$ cat config.mk
export PLATFORM = sky130hd
export DESIGN_NAME = stencil_csr_pattern_generator
export DESIGN_NICKNAME = d
export VERILOG_FILES = /design/src/design/scpg_pkg.sv /design/src/design/scpg_front.sv /design/src/design/scpg_queue.sv /design/src/design/scpg_back.sv /design/src/design/stencil_csr_pattern_generator.sv
export SDC_FILE = /design/constraint.sdc
export NUM_CORES = 2
export LEC_CHECK = 0
export BUFFER_PORTS_ARGS = -buffer_cell sky130_fd_sc_hd__buf_4
export CAP_MARGIN = 20
export CORE_MARGIN = 8
export CORE_UTILIZATION = 32
export CTS_CLUSTER_DIAMETER = 60
export CTS_CLUSTER_SIZE = 16
export DETAILED_ROUTE_END_ITERATION = 10
export GPL_TIMING_DRIVEN = 0
export MAX_ROUTING_LAYER = met4
export PLACE_DENSITY = 0.55
export SLEW_MARGIN = 20
export SYNTH_ARGS = -nofsm -noshare
export SYNTH_HDL_FRONTEND = slang
export SYNTH_SLANG_ARGS = --single-unit
$ cat constraint.sdc
create_clock -name i_clk -period 6.45 [get_ports i_clk]
set_input_delay 1.6125 -clock i_clk [delete_from_list [all_inputs] [get_ports i_clk]]
set_output_delay 1.6125 -clock i_clk [all_outputs]
set_load 0.005 [all_outputs]
$ cat src/design/scpg_pkg.sv
`timescale 1ns / 1ps

package scpg_pkg;

    localparam int COLS_W   = 11;
    localparam int ROWS_W   = 11;
    localparam int LAYERS_W = 7;
    localparam int CFG_W    = 11;
    localparam int CFG_IDX_W = 2;

    localparam int COL_W   = 10;
    localparam int ROW_W   = 10;
    localparam int LAYER_W = 6;

    localparam int IDX_W = 26;
    localparam int POS_W = 30;

    localparam int NBR   = 14;
    localparam int NBR_W = 4;

    localparam int QUEUE_DEPTH = 4;
    localparam int QPTR_W      = 2;
    localparam int QCNT_W      = 3;

    localparam logic [CFG_IDX_W-1:0] REG_COLS   = 2'd0;
    localparam logic [CFG_IDX_W-1:0] REG_ROWS   = 2'd1;
    localparam logic [CFG_IDX_W-1:0] REG_LAYERS = 2'd2;

    localparam logic [1:0] OFF_M = 2'd0;
    localparam logic [1:0] OFF_Z = 2'd1;
    localparam logic [1:0] OFF_P = 2'd2;

    typedef struct packed {
        logic       dk;
        logic [1:0] di;
        logic [1:0] dj;
    } t_off;

    typedef struct packed {
        logic [COLS_W-1:0]   cols;
        logic [ROWS_W-1:0]   rows;
        logic [LAYERS_W-1:0] layers;
        logic [IDX_W-1:0]    plane;
    } t_geom;

    typedef struct packed {
        logic             restart;
        logic             bad;
        logic [IDX_W-1:0] base;
        logic [NBR-1:0]   mask;
    } t_job;

    // Upper-triangle neighbour offsets in visiting order.
    function automatic t_off offset_of(input logic [NBR_W-1:0] k);
        t_off o;
        unique case (k)
            4'd0:    o = '{1'b0, OFF_Z, OFF_Z};
            4'd1:    o = '{1'b0, OFF_Z, OFF_P};
            4'd2:    o = '{1'b0, OFF_P, OFF_M};
            4'd3:    o = '{1'b0, OFF_P, OFF_Z};
            4'd4:    o = '{1'b0, OFF_P, OFF_P};
            4'd5:    o = '{1'b1, OFF_M, OFF_M};
            4'd6:    o = '{1'b1, OFF_M, OFF_Z};
            4'd7:    o = '{1'b1, OFF_M, OFF_P};
            4'd8:    o = '{1'b1, OFF_Z, OFF_M};
            4'd9:    o = '{1'b1, OFF_Z, OFF_Z};
            4'd10:   o = '{1'b1, OFF_Z, OFF_P};
            4'd11:   o = '{1'b1, OFF_P, OFF_M};
            4'd12:   o = '{1'b1, OFF_P, OFF_Z};
            4'd13:   o = '{1'b1, OFF_P, OFF_P};
            default: o = '{1'b0, OFF_Z, OFF_Z};
        endcase
        return o;
    endfunction

endpackage

$ cat src/design/scpg_front.sv
`timescale 1ns / 1ps

module scpg_front
    import scpg_pkg::*;
(
    input  logic               i_clk,
    input  logic               i_rst_n,
    input  logic               i_valid,
    output logic               o_stall,
    input  logic               i_restart,
    input  logic [COL_W-1:0]   i_node_col,
    input  logic [ROW_W-1:0]   i_node_row,
    input  logic [LAYER_W-1:0] i_node_layer,
    input  t_geom              i_geom,
    input  logic               i_full,
    output logic               o_push,
    output t_job               o_job
);

    logic               r_valid;
    logic               r_restart;
    logic [COL_W-1:0]   r_col;
    logic [ROW_W-1:0]   r_row;
    logic [LAYER_W-1:0] r_layer;

    logic               accept;
    logic [31:0]        prod_l;
    logic [31:0]        prod_r;
    logic [COLS_W-1:0]  col_x;
    logic [ROWS_W-1:0]  row_x;
    logic [LAYERS_W-1:0] layer_x;
    logic               c_lo, c_hi, r_lo, r_hi, l_hi;
    logic               bad;
    logic [NBR-1:0]     mask;

    assign o_stall = r_valid && i_full;
    assign accept  = i_valid && !o_stall;
    assign o_push  = r_valid && !i_full;

    always_ff @(posedge i_clk) begin
        if (!i_rst_n) begin
            r_valid <= 1'b0;
        end else if (accept) begin
            r_valid <= 1'b1;
        end else if (o_push) begin
            r_valid <= 1'b0;
        end
    end

    always_ff @(posedge i_clk) begin
        if (accept) begin
            r_restart <= i_restart;
            r_col     <= i_node_col;
            r_row     <= i_node_row;
            r_layer   <= i_node_layer;
        end
    end

    assign col_x   = COLS_W'(r_col);
    assign row_x   = ROWS_W'(r_row);
    assign layer_x = LAYERS_W'(r_layer);

    assign c_lo = (r_col != '0);
    assign r_lo = (r_row != '0);
    assign c_hi = (col_x + COLS_W'(1)) < i_geom.cols;
    assign r_hi = (row_x + ROWS_W'(1)) < i_geom.rows;
    assign l_hi = (layer_x + LAYERS_W'(1)) < i_geom.layers;

    assign bad = (col_x >= i_geom.cols) || (row_x >= i_geom.rows)
              || (layer_x >= i_geom.layers);

    always_comb begin
        t_off o;
        logic ok;
        mask = '0;
        for (int k = 0; k < NBR; k++) begin
            o  = offset_of(NBR_W'(k));
            ok = !o.dk || l_hi;
            if (o.di == OFF_M) ok = ok && r_lo;
            if (o.di == OFF_P) ok = ok && r_hi;
            if (o.dj == OFF_M) ok = ok && c_lo;
            if (o.dj == OFF_P) ok = ok && c_hi;
            mask[k] = ok;
        end
    end

    assign prod_l = 32'(r_layer) * 32'(i_geom.plane);
    assign prod_r = 32'(r_row) * 32'(i_geom.cols);

    assign o_job.restart = r_restart;
    assign o_job.bad     = bad;
    assign o_job.base    = IDX_W'(prod_l) + IDX_W'(prod_r) + IDX_W'(r_col);
    assign o_job.mask    = mask;

endmodule

$ cat src/design/scpg_queue.sv
`timescale 1ns / 1ps

module scpg_queue
    import scpg_pkg::*;
(
    input  logic i_clk,
    input  logic i_rst_n,
    input  logic i_push,
    input  t_job i_job,
    output logic o_full,
    input  logic i_pop,
    output logic o_valid,
    output t_job o_job
);

    t_job               r_mem [QUEUE_DEPTH];
    logic [QPTR_W-1:0]  r_wr;
    logic [QPTR_W-1:0]  r_rd;
    logic [QCNT_W-1:0]  r_cnt;

    assign o_full  = (r_cnt == QCNT_W'(QUEUE_DEPTH));
    assign o_valid = (r_cnt != '0);
    assign o_job   = r_mem[r_rd];

    always_ff @(posedge i_clk) begin
        if (!i_rst_n) begin
            r_wr  <= '0;
            r_rd  <= '0;
            r_cnt <= '0;
        end else begin
            if (i_push) begin
                r_wr <= r_wr + QPTR_W'(1);
            end
            if (i_pop) begin
                r_rd <= r_rd + QPTR_W'(1);
            end
            if (i_push && !i_pop) begin
                r_cnt <= r_cnt + QCNT_W'(1);
            end else if (i_pop && !i_push) begin
                r_cnt <= r_cnt - QCNT_W'(1);
            end
        end
    end

    always_ff @(posedge i_clk) begin
        if (i_push) begin
            r_mem[r_wr] <= i_job;
        end
    end

endmodule

$ cat src/design/scpg_back.sv
`timescale 1ns / 1ps

module scpg_back
    import scpg_pkg::*;
(
    input  logic             i_clk,
    input  logic             i_rst_n,
    input  t_geom            i_geom,
    input  logic             i_q_valid,
    input  t_job             i_q_job,
    output logic             o_q_pop,
    output logic             o_valid,
    input  logic             i_stall,
    output logic [IDX_W-1:0] o_column_index,
    output logic [POS_W-1:0] o_entry_position,
    output logic [POS_W-1:0] o_row_start,
    output logic             o_last_entry,
    output logic             o_bad_node
);

    logic             r_busy;
    t_job             r_job;
    logic [NBR-1:0]   r_mask;
    logic [POS_W-1:0] r_start;
    logic [POS_W-1:0] r_count;
    logic [POS_W-1:0] n_count;

    logic             r_ovalid;
    logic [IDX_W-1:0] r_ocol;
    logic [POS_W-1:0] r_opos;
    logic [POS_W-1:0] r_ostart;
    logic             r_olast;
    logic             r_obad;

    logic             out_free;
    logic             emit;
    logic             last_now;
    logic             load;
    logic [NBR-1:0]   sel;
    logic [NBR_W-1:0] sel_idx;
    t_off             off;
    logic [IDX_W-1:0] t_dk, t_di, t_dj, cols_x, idx;

    always_comb begin
        logic found;
        found   = 1'b0;
        sel     = '0;
        sel_idx = '0;
        for (int k = 0; k < NBR; k++) begin
            if (r_mask[k] && !found) begin
                found   = 1'b1;
                sel[k]  = 1'b1;
                sel_idx = NBR_W'(k);
            end
        end
    end

    assign off    = offset_of(sel_idx);
    assign cols_x = IDX_W'(i_geom.cols);
    assign t_dk   = off.dk ? i_geom.plane : '0;

    always_comb begin
        case (off.di)
            OFF_M:   t_di = '0 - cols_x;
            OFF_P:   t_di = cols_x;
            default: t_di = '0;
        endcase
        case (off.dj)
            OFF_M:   t_dj = '1;
            OFF_P:   t_dj = IDX_W'(1);
            default: t_dj = '0;
        endcase
    end

    assign idx      = r_job.base + t_dk + t_di + t_dj;
    assign out_free = !r_ovalid || !i_stall;
    assign emit     = r_busy && out_free;
    assign last_now = r_job.bad || ((r_mask & ~sel) == '0);
    assign load     = i_q_valid && (!r_busy || (emit && last_now));
    assign o_q_pop  = load;

    always_comb begin
        n_count = r_count;
        if (emit && !r_job.bad) begin
            n_count = r_count + POS_W'(1);
        end
        if (load && i_q_job.restart) begin
            n_count = '0;
        end
    end

    always_ff @(posedge i_clk) begin
        if (!i_rst_n) begin
            r_busy   <= 1'b0;
            r_count  <= '0;
            r_ovalid <= 1'b0;
        end else begin
            r_count <= n_count;
            if (load) begin
                r_busy <= 1'b1;
            end else if (emit && last_now) begin
                r_busy <= 1'b0;
            end
            if (emit) begin
                r_ovalid <= 1'b1;
            end else if (!i_stall) begin
                r_ovalid <= 1'b0;
            end
        end
    end

    always_ff @(posedge i_clk) begin
        if (load) begin
            r_job   <= i_q_job;
            r_mask  <= i_q_job.mask;
            r_start <= n_count;
        end else if (emit) begin
            r_mask <= r_mask & ~sel;
        end
        if (emit) begin
            r_ocol   <= r_job.bad ? '0 : idx;
            r_opos   <= r_count;
            r_ostart <= r_start;
            r_olast  <= last_now;
            r_obad   <= r_job.bad;
        end
    end

    assign o_valid          = r_ovalid;
    assign o_column_index   = r_ocol;
    assign o_entry_position = r_opos;
    assign o_row_start      = r_ostart;
    assign o_last_entry     = r_olast;
    assign o_bad_node       = r_obad;

    a_mask_live: assert property (@(posedge i_clk) disable iff (!i_rst_n)
        r_busy && !r_job.bad |-> r_mask != '0)
        else $error("good node in progress has no entries left");

    a_pop_valid: assert property (@(posedge i_clk) disable iff (!i_rst_n)
        o_q_pop |-> i_q_valid)
        else $error("queue popped while empty");

    a_bad_result: assert property (@(posedge i_clk) disable iff (!i_rst_n)
        r_ovalid && r_obad |-> r_olast && (r_ocol == '0) && (r_opos == r_ostart))
        else $error("bad node result malformed");

    a_first_pos: assert property (@(posedge i_clk) disable iff (!i_rst_n)
        load |=> r_count == r_start)
        else $error("new node does not start at the running count");

endmodule

$ cat src/design/stencil_csr_pattern_generator.sv
`timescale 1ns / 1ps

// Builds the upper-triangle compressed-row pattern of a 27-point 3D stencil, one
// grid node per input item. A node inside the grid gives one result per kept
// neighbour, from 1 to 14, in layer, row, column order, with the last flagged; a
// node outside the grid gives a single result with bad_node set. The back-end
// sequencer emits one result per cycle unless stalled and loads the next node
// as it emits the last result of the one before, so nodes follow without gaps
// while the queue holds one. The front end classifies each node, a four-entry
// queue separates the two, and input is taken while results wait until it fills.
// Grid sizes above MAX_COLS, MAX_ROWS or MAX_LAYERS are clamped to those limits.

module stencil_csr_pattern_generator
    import scpg_pkg::*;
#(
    parameter int MAX_COLS   = 1024,
    parameter int MAX_ROWS   = 1024,
    parameter int MAX_LAYERS = 64
) (
    input  logic                 i_clk,
    input  logic                 i_rst_n,
    input  logic                 i_cfg_we,
    input  logic [CFG_IDX_W-1:0] i_cfg_index,
    input  logic [CFG_W-1:0]     i_cfg_data,
    input  logic                 i_valid,
    output logic                 o_stall,
    input  logic                 i_restart,
    input  logic [COL_W-1:0]     i_node_col,
    input  logic [ROW_W-1:0]     i_node_row,
    input  logic [LAYER_W-1:0]   i_node_layer,
    output logic                 o_valid,
    input  logic                 i_stall,
    output logic [IDX_W-1:0]     o_column_index,
    output logic [POS_W-1:0]     o_entry_position,
    output logic [POS_W-1:0]     o_row_start,
    output logic                 o_last_entry,
    output logic                 o_bad_node
);

    localparam int COLS_LIM   = (MAX_COLS > 2047) ? 2047 : MAX_COLS;
    localparam int ROWS_LIM   = (MAX_ROWS > 2047) ? 2047 : MAX_ROWS;
    localparam int LAYERS_LIM = (MAX_LAYERS > 127) ? 127 : MAX_LAYERS;

    logic [COLS_W-1:0]   r_cols;
    logic [ROWS_W-1:0]   r_rows;
    logic [LAYERS_W-1:0] r_layers;
    logic [IDX_W-1:0]    r_plane;
    t_geom               geom;
    logic [COLS_W+ROWS_W-1:0] plane_full;

    logic q_full, q_push, q_pop, q_valid;
    t_job f_job, q_job;

    always_ff @(posedge i_clk) begin
        if (!i_rst_n) begin
            r_cols   <= COLS_W'(1);
            r_rows   <= ROWS_W'(1);
            r_layers <= LAYERS_W'(1);
        end else if (i_cfg_we) begin
            unique case (i_cfg_index)
                REG_COLS:   r_cols   <= i_cfg_data[COLS_W-1:0];
                REG_ROWS:   r_rows   <= i_cfg_data[ROWS_W-1:0];
                REG_LAYERS: r_layers <= i_cfg_data[LAYERS_W-1:0];
                default:    ;
            endcase
        end
    end

    assign geom.cols   = (32'(r_cols) > COLS_LIM) ? COLS_W'(COLS_LIM) : r_cols;
    assign geom.rows   = (32'(r_rows) > ROWS_LIM) ? ROWS_W'(ROWS_LIM) : r_rows;
    assign geom.layers = (32'(r_layers) > LAYERS_LIM) ? LAYERS_W'(LAYERS_LIM) : r_layers;
    assign geom.plane  = r_plane;

    assign plane_full = (COLS_W + ROWS_W)'(geom.cols) * (COLS_W + ROWS_W)'(geom.rows);

    always_ff @(posedge i_clk) begin
        r_plane <= IDX_W'(plane_full);
    end

    scpg_front u_front (
        .i_clk        (i_clk),
        .i_rst_n      (i_rst_n),
        .i_valid      (i_valid),
        .o_stall      (o_stall),
        .i_restart    (i_restart),
        .i_node_col   (i_node_col),
        .i_node_row   (i_node_row),
        .i_node_layer (i_node_layer),
        .i_geom       (geom),
        .i_full       (q_full),
        .o_push       (q_push),
        .o_job        (f_job)
    );

    scpg_queue u_queue (
        .i_clk   (i_clk),
        .i_rst_n (i_rst_n),
        .i_push  (q_push),
        .i_job   (f_job),
        .o_full  (q_full),
        .i_pop   (q_pop),
        .o_valid (q_valid),
        .o_job   (q_job)
    );

    scpg_back u_back (
        .i_clk            (i_clk),
        .i_rst_n          (i_rst_n),
        .i_geom           (geom),
        .i_q_valid        (q_valid),
        .i_q_job          (q_job),
        .o_q_pop          (q_pop),
        .o_valid          (o_valid),
        .i_stall          (i_stall),
        .o_column_index   (o_column_index),
        .o_entry_position (o_entry_position),
        .o_row_start      (o_row_start),
        .o_last_entry     (o_last_entry),
        .o_bad_node       (o_bad_node)
    );

endmodule
* Yosys cells after proc, flatten, opt, wreduce, memory -nomap -nowiden
Memory sizes are Yosys's and may differ from the RTL's. A register that Yosys moved wholly into a read port is not among the register bits.
Cells that the tools add are included.
** Storage, ports and cells
- Bits of input ports :: 45
- Memories :: 2
- Output and inout port bits :: 90
- Memory bits (writable) :: 164
- Bits in latches :: 0
- Bits in registers :: 277
- Logic and storage cells :: 194
- Bits in read-only memories :: 80
** Cells by class
- Bitwise gates (word level) :: 2
- Add/subtract/negate cells :: 14
- Reduce and logical (&&, ||, !) cells :: 73
- Div/mod/pow operators :: 0
- $mul :: 3
- Multiplexer cells :: 61
- Equal/unequal tests :: 6
- Shift operators :: 0
- Magnitude comparators :: 9
** Memories
- u_queue.r_mem :: depth 4, bits a word 41, rd ports 1, clocked after memory_dff 1, write ports 1, RTL line scpg_queue.sv:16 : t_job r_mem [QUEUE_DEPTH];
- (name not given) :: depth 16, bits a word 5, rd ports 1, clocked after memory_dff 0, write ports 0, RTL line scpg_pkg.sv:56 : unique case (k)
** Operator list (count)
- 26-bit case mux with 2 select lines :: 2
- 26-bit adder :: 3
- 30-bit 2-to-1 mux :: 2
- 1-bit 2-to-1 mux :: 35
- 1-bit logical AND :: 33
- 30-bit by 1-bit adder with 30-bit output (second input constant) :: 1
- 14-bit 2-to-1 mux :: 2
- 26-bit by 10-bit adder with 26-bit output :: 1
- 26-bit by 21-bit adder with 26-bit output :: 1
- 6-bit by 22-bit multiplier with 26-bit output :: 1
- 4-bit 2-to-1 mux :: 6
- 10-bit by 1-bit adder with 11-bit output (second input constant) :: 2
- 10-bit by 11-bit >= comparator with 1-bit output :: 2
- 11-bit greater-than comparator (second input constant) :: 2
- 11-bit less-than comparator :: 2
- 11-bit by 11-bit multiplier with 22-bit output :: 1
- 11-bit 2-to-1 mux :: 2
- 22-bit 2-to-1 mux :: 1
- 1-bit logical NOT :: 21
- 10-bit by 11-bit multiplier with 21-bit output :: 1
- 10-bit nonzero test :: 2
- 3-bit 2-to-1 mux :: 6
- 14-bit AND :: 1
- 14-bit logical NOT :: 1
- other kinds (20) :: 37

* Depth between registers and ports, before layout
- Depth in word-level cells :: 50
- Depth in mapped cells :: 30
- Mapped depth without buffers :: 28

* Hierarchy
A second synthesis with hierarchy kept.
** Unflattened totals
- Cells, all modules :: 3072
- Area, all modules :: 33684.8 um2
** By module, submodules not included
- scpg_front :: seq. area each 830.8 um2, area each 11384.7 um2, cells each 1279, times used 1
- scpg_back :: seq. area each 5415.2 um2, area each 9979.6 um2, cells each 860, times used 1
- scpg_queue :: seq. area each 5225.0 um2, area each 6560.0 um2, cells each 263, times used 1
- stencil_csr_pattern_generator :: seq. area each 1021.0 um2, area each 5760.5 um2, cells each 670, times used 1

* Least setup slack after synthesis
No wires, ideal clock.
- Kind :: reg-to-reg
- From :: reg r_cols[3]
- To :: mem u_queue.r_mem[0][37] (netlist bit), data pin
- Stages on the path, launching flop included :: 28
- Data required time :: 6.178 ns
- Setup slack :: -0.663 ns
- Path buffers :: 2
- Arrival :: 6.841 ns
- Clock period less this slack :: 7.113 ns
- Library setup time :: 0.272 ns
- Path through :: dfxtp_1 > clkbuf_1 > nor2_1 > or4b_2 > nor3_1 > nand3b_1 > nand2_1 > and2_1 > buf_2 > nand2_1 > fa_1 > fa_1 > fa_1 > inv_1 > fa_1 > inv_1 > fa_1 > inv_1 > fa_1 > ha_1 > or3_1 > o21ai_0 > a21oi_1 > o22a_1 > a311oi_1 > o2111ai_1 > a21oi_1 > xnor2_1
** RTL lines
- from (decl) :: RTL line stencil_csr_pattern_generator.sv:44 : logic [COLS_W-1:0] r_cols;
- from (signal assigned) :: RTL line stencil_csr_pattern_generator.sv:61 : REG_COLS: r_cols <= i_cfg_data[COLS_W-1:0];
- to (decl) :: RTL line scpg_queue.sv:16

==> impl_metrics.csv <==
group,metric,value,unit
sta,setup_tns,-10.81,ns
synthesis,postSynthAreaPerCell,11.1,um^2
global_routing,grt_start_max_net_pins,68,
setup_path,crit_path_max_incr_delay,0.53,ns
finish,layout.nets,3830,
global_routing,grt_pass1_wl,132,mm
synthesis,synth-seq-cells,443,
floorplanning,fp.dieW,335,um
sta,slew_headroom,28.6,%
power_and_ir_drop,p_int,10.4,mW
power_and_ir_drop,power-per-cell-area,476,nW/um^2
synthesis,synth_cells,2944,
setup_path,r2r_cells,22,
clock_tree,cts_made_buffers,42,
power_and_ir_drop,power.switching,7.99,mW
detailed_routing,vias,21468,
synthesis,yosys_warnings,0,
power_and_ir_drop,p_sw_share,43.5,%
run_status,status,"finished with violations",
min_path,hold_end,"u_back.o_row_start[7]$_DFFE_PP_",
power_and_ir_drop,p_seq_share,25.2,%
power_and_ir_drop,max-vdd-ir-drop,0.538,mV
clock_tree,cts_tree,"done",
synthesis,yosys.area_share.simple,12.7,%
setup_path,cp_max_fo,10,
setup_path,worst_setup_path_end_kind,"register",
sta,fin_worst_skew,0.0484,ns
finish,drive_gt1_share,16.5,%
finish,fin_util,38.0,%
placed_design,dp_slack,-1.46,ns
synthesis,synth_top_family_by_area,"adder cells",
sta,setup_ws,-0.384,ns
synthesis,synthArstFlopShare,0,%
sta,tightest_slew,1.06,ns
min_path,holdPathStages,0,
power_and_ir_drop,p_clk_share,13.9,%
min_path,hold_class,"register to register",
synthesis,syn_area,32600,um^2
global_routing,grt_overflow,0,
clock_tree,clkSinkCount,443,
clock_tree,h-tree-depth,2,
synthesis,ys.flop_type,"edfxtp_1",
detailed_routing,wl_per_cell,18.7,um
setup_path,crit_family,"adder cells",
floorplanning,die_y,335,um
setup_path,path_cells,"nor2b_1 -> clkbuf_1 -> clkbuf_2 -> nand2_1 -> fa_1 -> fa_2 -> fa_1 -> inv_1 -> fa_1 -> inv_1 -> fa_1 -> inv_1 -> fa_1 -> ha_4 -> or3_4 -> o21ai_4 -> a21oi_2 -> o22a_2 -> a311oi_4 -> o2111ai_2 -> a21oi_2 -> xnor2_2",
clock_tree,clockBufferDepth,3,
power_and_ir_drop,leakage,16.4,nW
setup_path,crit_buf_inv,5,
synthesis,syn-num-nets,3582,
floorplanning,ioPinCount,135,
clock_tree,clk_latency,0.62,ns
detailed_routing,ant_nets,0,
global_routing,grtUsageTotal,15.6,%
sta,period_share,106,%
placed_design,placement.io_buffers,134,
run_status,violations,"setup timing",
synthesis,synthAdderAreaFrac,30.2,%
sta,setup_viol_count_final,45,
floorplanning,num_rows,117,
placed_design,dpl.hpwl,66.2,mm
placed_design,gp_congestion,0.876,
global_routing,antenna_found_initial,8,
setup_path,crit_type,"register to register",
setup_path,r2r_end,"u_queue.r_mem[1][37]$_DFFE_PP_",
sta,finalHoldViolations,0,
setup_path,timing.rr.start,"r_cols[4]$_SDFFE_PN0P_",
detailed_routing,vias_per_cell,4.67,
sta,slew_viol_final,0,
finish,area.growth.synth_to_final,18.2,%
detailed_routing,drt_iter0_markers,1418,
floorplanning,core,101000,um^2
synthesis,synth_edf_count,350,
detailed_routing,drc,0,
global_routing,grt_pass1_vias,22091,
placed_design,dp_cells,4456,
synthesis,synthMuxAreaShare,3.87,%
sta,grt_setup_unrepaired,"true",
floorplanning,dieArea,112000,um^2
setup_path,required,6.79,ns
finish,multiInputGateArea,18900,um^2
detailed_routing,detail_route.first_pass.iterations,5,
clock_tree,root_buffer,"clkbuf_16",
min_path,hp-start,"u_back.r_start[7]$_DFFE_PP_",
power_and_ir_drop,combPwrFrac,60.9,%
job,maxCapViolations,0,
synthesis,synth-xor-area-share,3.38,%
synthesis,ys_seq_area_share,37.9,%
finish,fillers,9912,
sta,period_minus_slack,6.83,ns
finish,regArea,12400,um^2
setup_path,cp_common_cell,"fa_1",
setup_path,critPathArrivalTime,7.17,ns
synthesis,synth_compound_area_share,4.90,%
sta,fmax,146,MHz
finish,finalNonFillerCells,4596,
clock_tree,path_clk_slew,0.08,ns
detailed_routing,wirelength,85.9,mm
synthesis,synth_cell_type_count,71,
setup_path,cp_slowest_cell,"fa_1",
setup_path,regToRegSetupSlack,-0.38,ns
setup_path,cp-start-kind,"register",
floorplanning,start_util,32.2,%
==> synthesized netlist by cell type (all sizes together) (34+ instances only) <==
library cell  instances  area share (%)
edfxtp              350              32
clkbuf               71            0.82
nor2b                67             1.3
dfxtp                93             5.7
a21oi                67             1.0
nand2               253             2.9
o21ai                64            0.98
inv                 504             5.8
mux4                 41             2.8
xor2                 48             1.3
fa                  325              20
and2                167             3.2
xnor2                78             2.1
ha                  268              10
nor2                223             2.6
nand3                34            0.52
==> logic make-up (layout without fill, tap and decap cells) <==
group | Yosys count | after routing
adder cells (fa/ha/maj) | 594 | 594
buffers and inverters | 598 | 878
multiplexers | 75 | 75
flip-flops | 443 | 443
AO/OA/AOI/OAI | 253 | 254
AND/OR/NAND/NOR | 855 | 855
other | 0 | 3
XOR/XNOR | 126 | 126
==> placed cells by master, fill, tap and decap left out, types with 8 or more instances in the layout <==
| cell | count |
|---|---|
| buf_12 | 8 |
| nand4_1 | 11 |
| nand3_1 | 32 |
| fa_2 | 10 |
| nor2b_1 | 59 |
| nand2_1 | 245 |
| ha_1 | 250 |
| buf_6 | 12 |
| xnor2_1 | 68 |
| clkbuf_2 | 19 |
| a21oi_2 | 13 |
| o21a_1 | 28 |
| ha_4 | 13 |
| buf_4 | 189 |
| and2_1 | 160 |
| edfxtp_1 | 350 |
| dfxtp_1 | 89 |
| xnor2_2 | 8 |
| nor3_1 | 16 |
| clkbuf_16 | 42 |
| mux4_2 | 41 |
| mux2i_1 | 31 |
| and3_1 | 17 |
| nor2_2 | 9 |
| inv_2 | 14 |
| clkbuf_1 | 52 |
| fa_1 | 315 |
| o21ai_0 | 50 |
| inv_1 | 488 |
| a21oi_1 | 51 |
| a21o_1 | 32 |
| xor2_1 | 44 |
| nand2b_1 | 14 |
| nor2_1 | 210 |
==> power groups by stage <==
stage / clock, mW / combinational (mW) / sequential (mW)
after floorplan: 0 / 7.03 / 4.63
after global placement: 0 / 9.81 / 4.76
after detailed placement: 0 / 9.94 / 4.71
after CTS: 2.62 / 11.0 / 4.65
after global routing: 2.74 / 12.5 / 4.70
final: 2.54 / 11.2 / 4.63
==> layout make-up <==
| cell class | instances | area share [%] |
|---|---|---|
| multi-input cells | 1904 | 49.1 |
| flip-flops and latches | 443 | 32.1 |
| inverters | 509 | 4.99 |
| repair buffers | 206 | 4.53 |
| well taps | 1368 | 4.44 |
| clock buffers | 55 | 2.90 |
| plain buffers | 86 | 1.17 |
| clock inverters | 22 | 0.762 |
| diodes | 3 | 0.0195 |
==> timing repair <==
action,4_1_cts,5_1_grt
pin swaps,69,33
setup buffers,43,20
hold buffers,0,0
setup endpoints to repair,99,76
gates resized for setup,159,81
gates cloned,1,0
hold endpoints to repair,0,0
==> worst register-to-register path, stage by stage (launching register included) <==
cell       delay (ns)
dfxtp_1          0.45
nor2b_1          0.16
clkbuf_1         0.46
clkbuf_2         0.46
nand2_1          0.12
fa_1             0.48
fa_2             0.38
fa_1             0.50
inv_1            0.06
fa_1             0.53
inv_1            0.05
fa_1             0.47
inv_1            0.05
fa_1             0.47
ha_4             0.20
or3_4            0.41
o21ai_4          0.17
a21oi_2          0.09
o22a_2           0.23
a311oi_4         0.35
o2111ai_2        0.18
a21oi_2          0.20
xnor2_2          0.12
==> metrics by stage <==
| stage | total power [mW] | instance area, um^2 | hold WS [ns] |
|---|---|---|---|
| final | 18.4 | 38600 | 0.417 |
| after global routing | 20.0 | 38600 | 0.426 |
| after CTS | 18.3 | 38100 | 0.420 |
| after detailed placement | 14.7 | 35700 | 0.405 |
| after global placement | 14.6 | 35400 | 0.404 |
| after floorplan | 11.7 | 32700 | 0.400 |
==> per-layer routing <==
metal  global-route usage, %  part of all wire, %
met5                       -                    0
met4                    2.68                  1.7
met1                    19.8                   42
met2                    26.9                   51
met3                    2.31                  5.5
==> flip-flops by register name (all words and copies together), names as in the netlist, named ones only <==
name	flops
u_back.o_column_index	26
u_back.o_row_start	30
u_back.r_mask	14
u_front.r_col	10
r_plane	22
u_back.o_last_entry	1
u_back.r_busy	1
u_back.o_bad_node	1
u_front.r_valid	1
u_front.r_row	10
u_back.o_entry_position	30
u_queue.r_rd	2
u_front.r_layer	6
u_back.o_valid	1
u_back.r_job	27
u_front.r_restart	1
r_cols	11
u_queue.r_cnt	3
u_back.r_count	30
u_queue.r_mem	164
u_queue.r_wr	2
r_layers	7
u_back.r_start	30
r_rows	11
==> worst max path at each step <==
stage | cells after the start | from | endpoint
detailed placement | 21 | r_cols[10]$_SDFFE_PN0P_ | u_queue.r_mem[1][37]$_DFFE_PP_
global route | 28 | r_cols[2]$_SDFFE_PN0P_ | u_queue.r_mem[2][37]$_DFFE_PP_
finish | 22 | r_cols[4]$_SDFFE_PN0P_ | u_queue.r_mem[1][37]$_DFFE_PP_
CTS | 29 | r_cols[3]$_SDFFE_PN0P_ | u_queue.r_mem[0][37]$_DFFE_PP_
floorplan | 29 | r_cols[3]$_SDFFE_PN0P_ | u_queue.r_mem[0][37]$_DFFE_PP_
global placement | 4 | i_stall | u_back.o_column_index[22]$_SDFFCE_PP0P_
(Power assumes the default switching activity.)
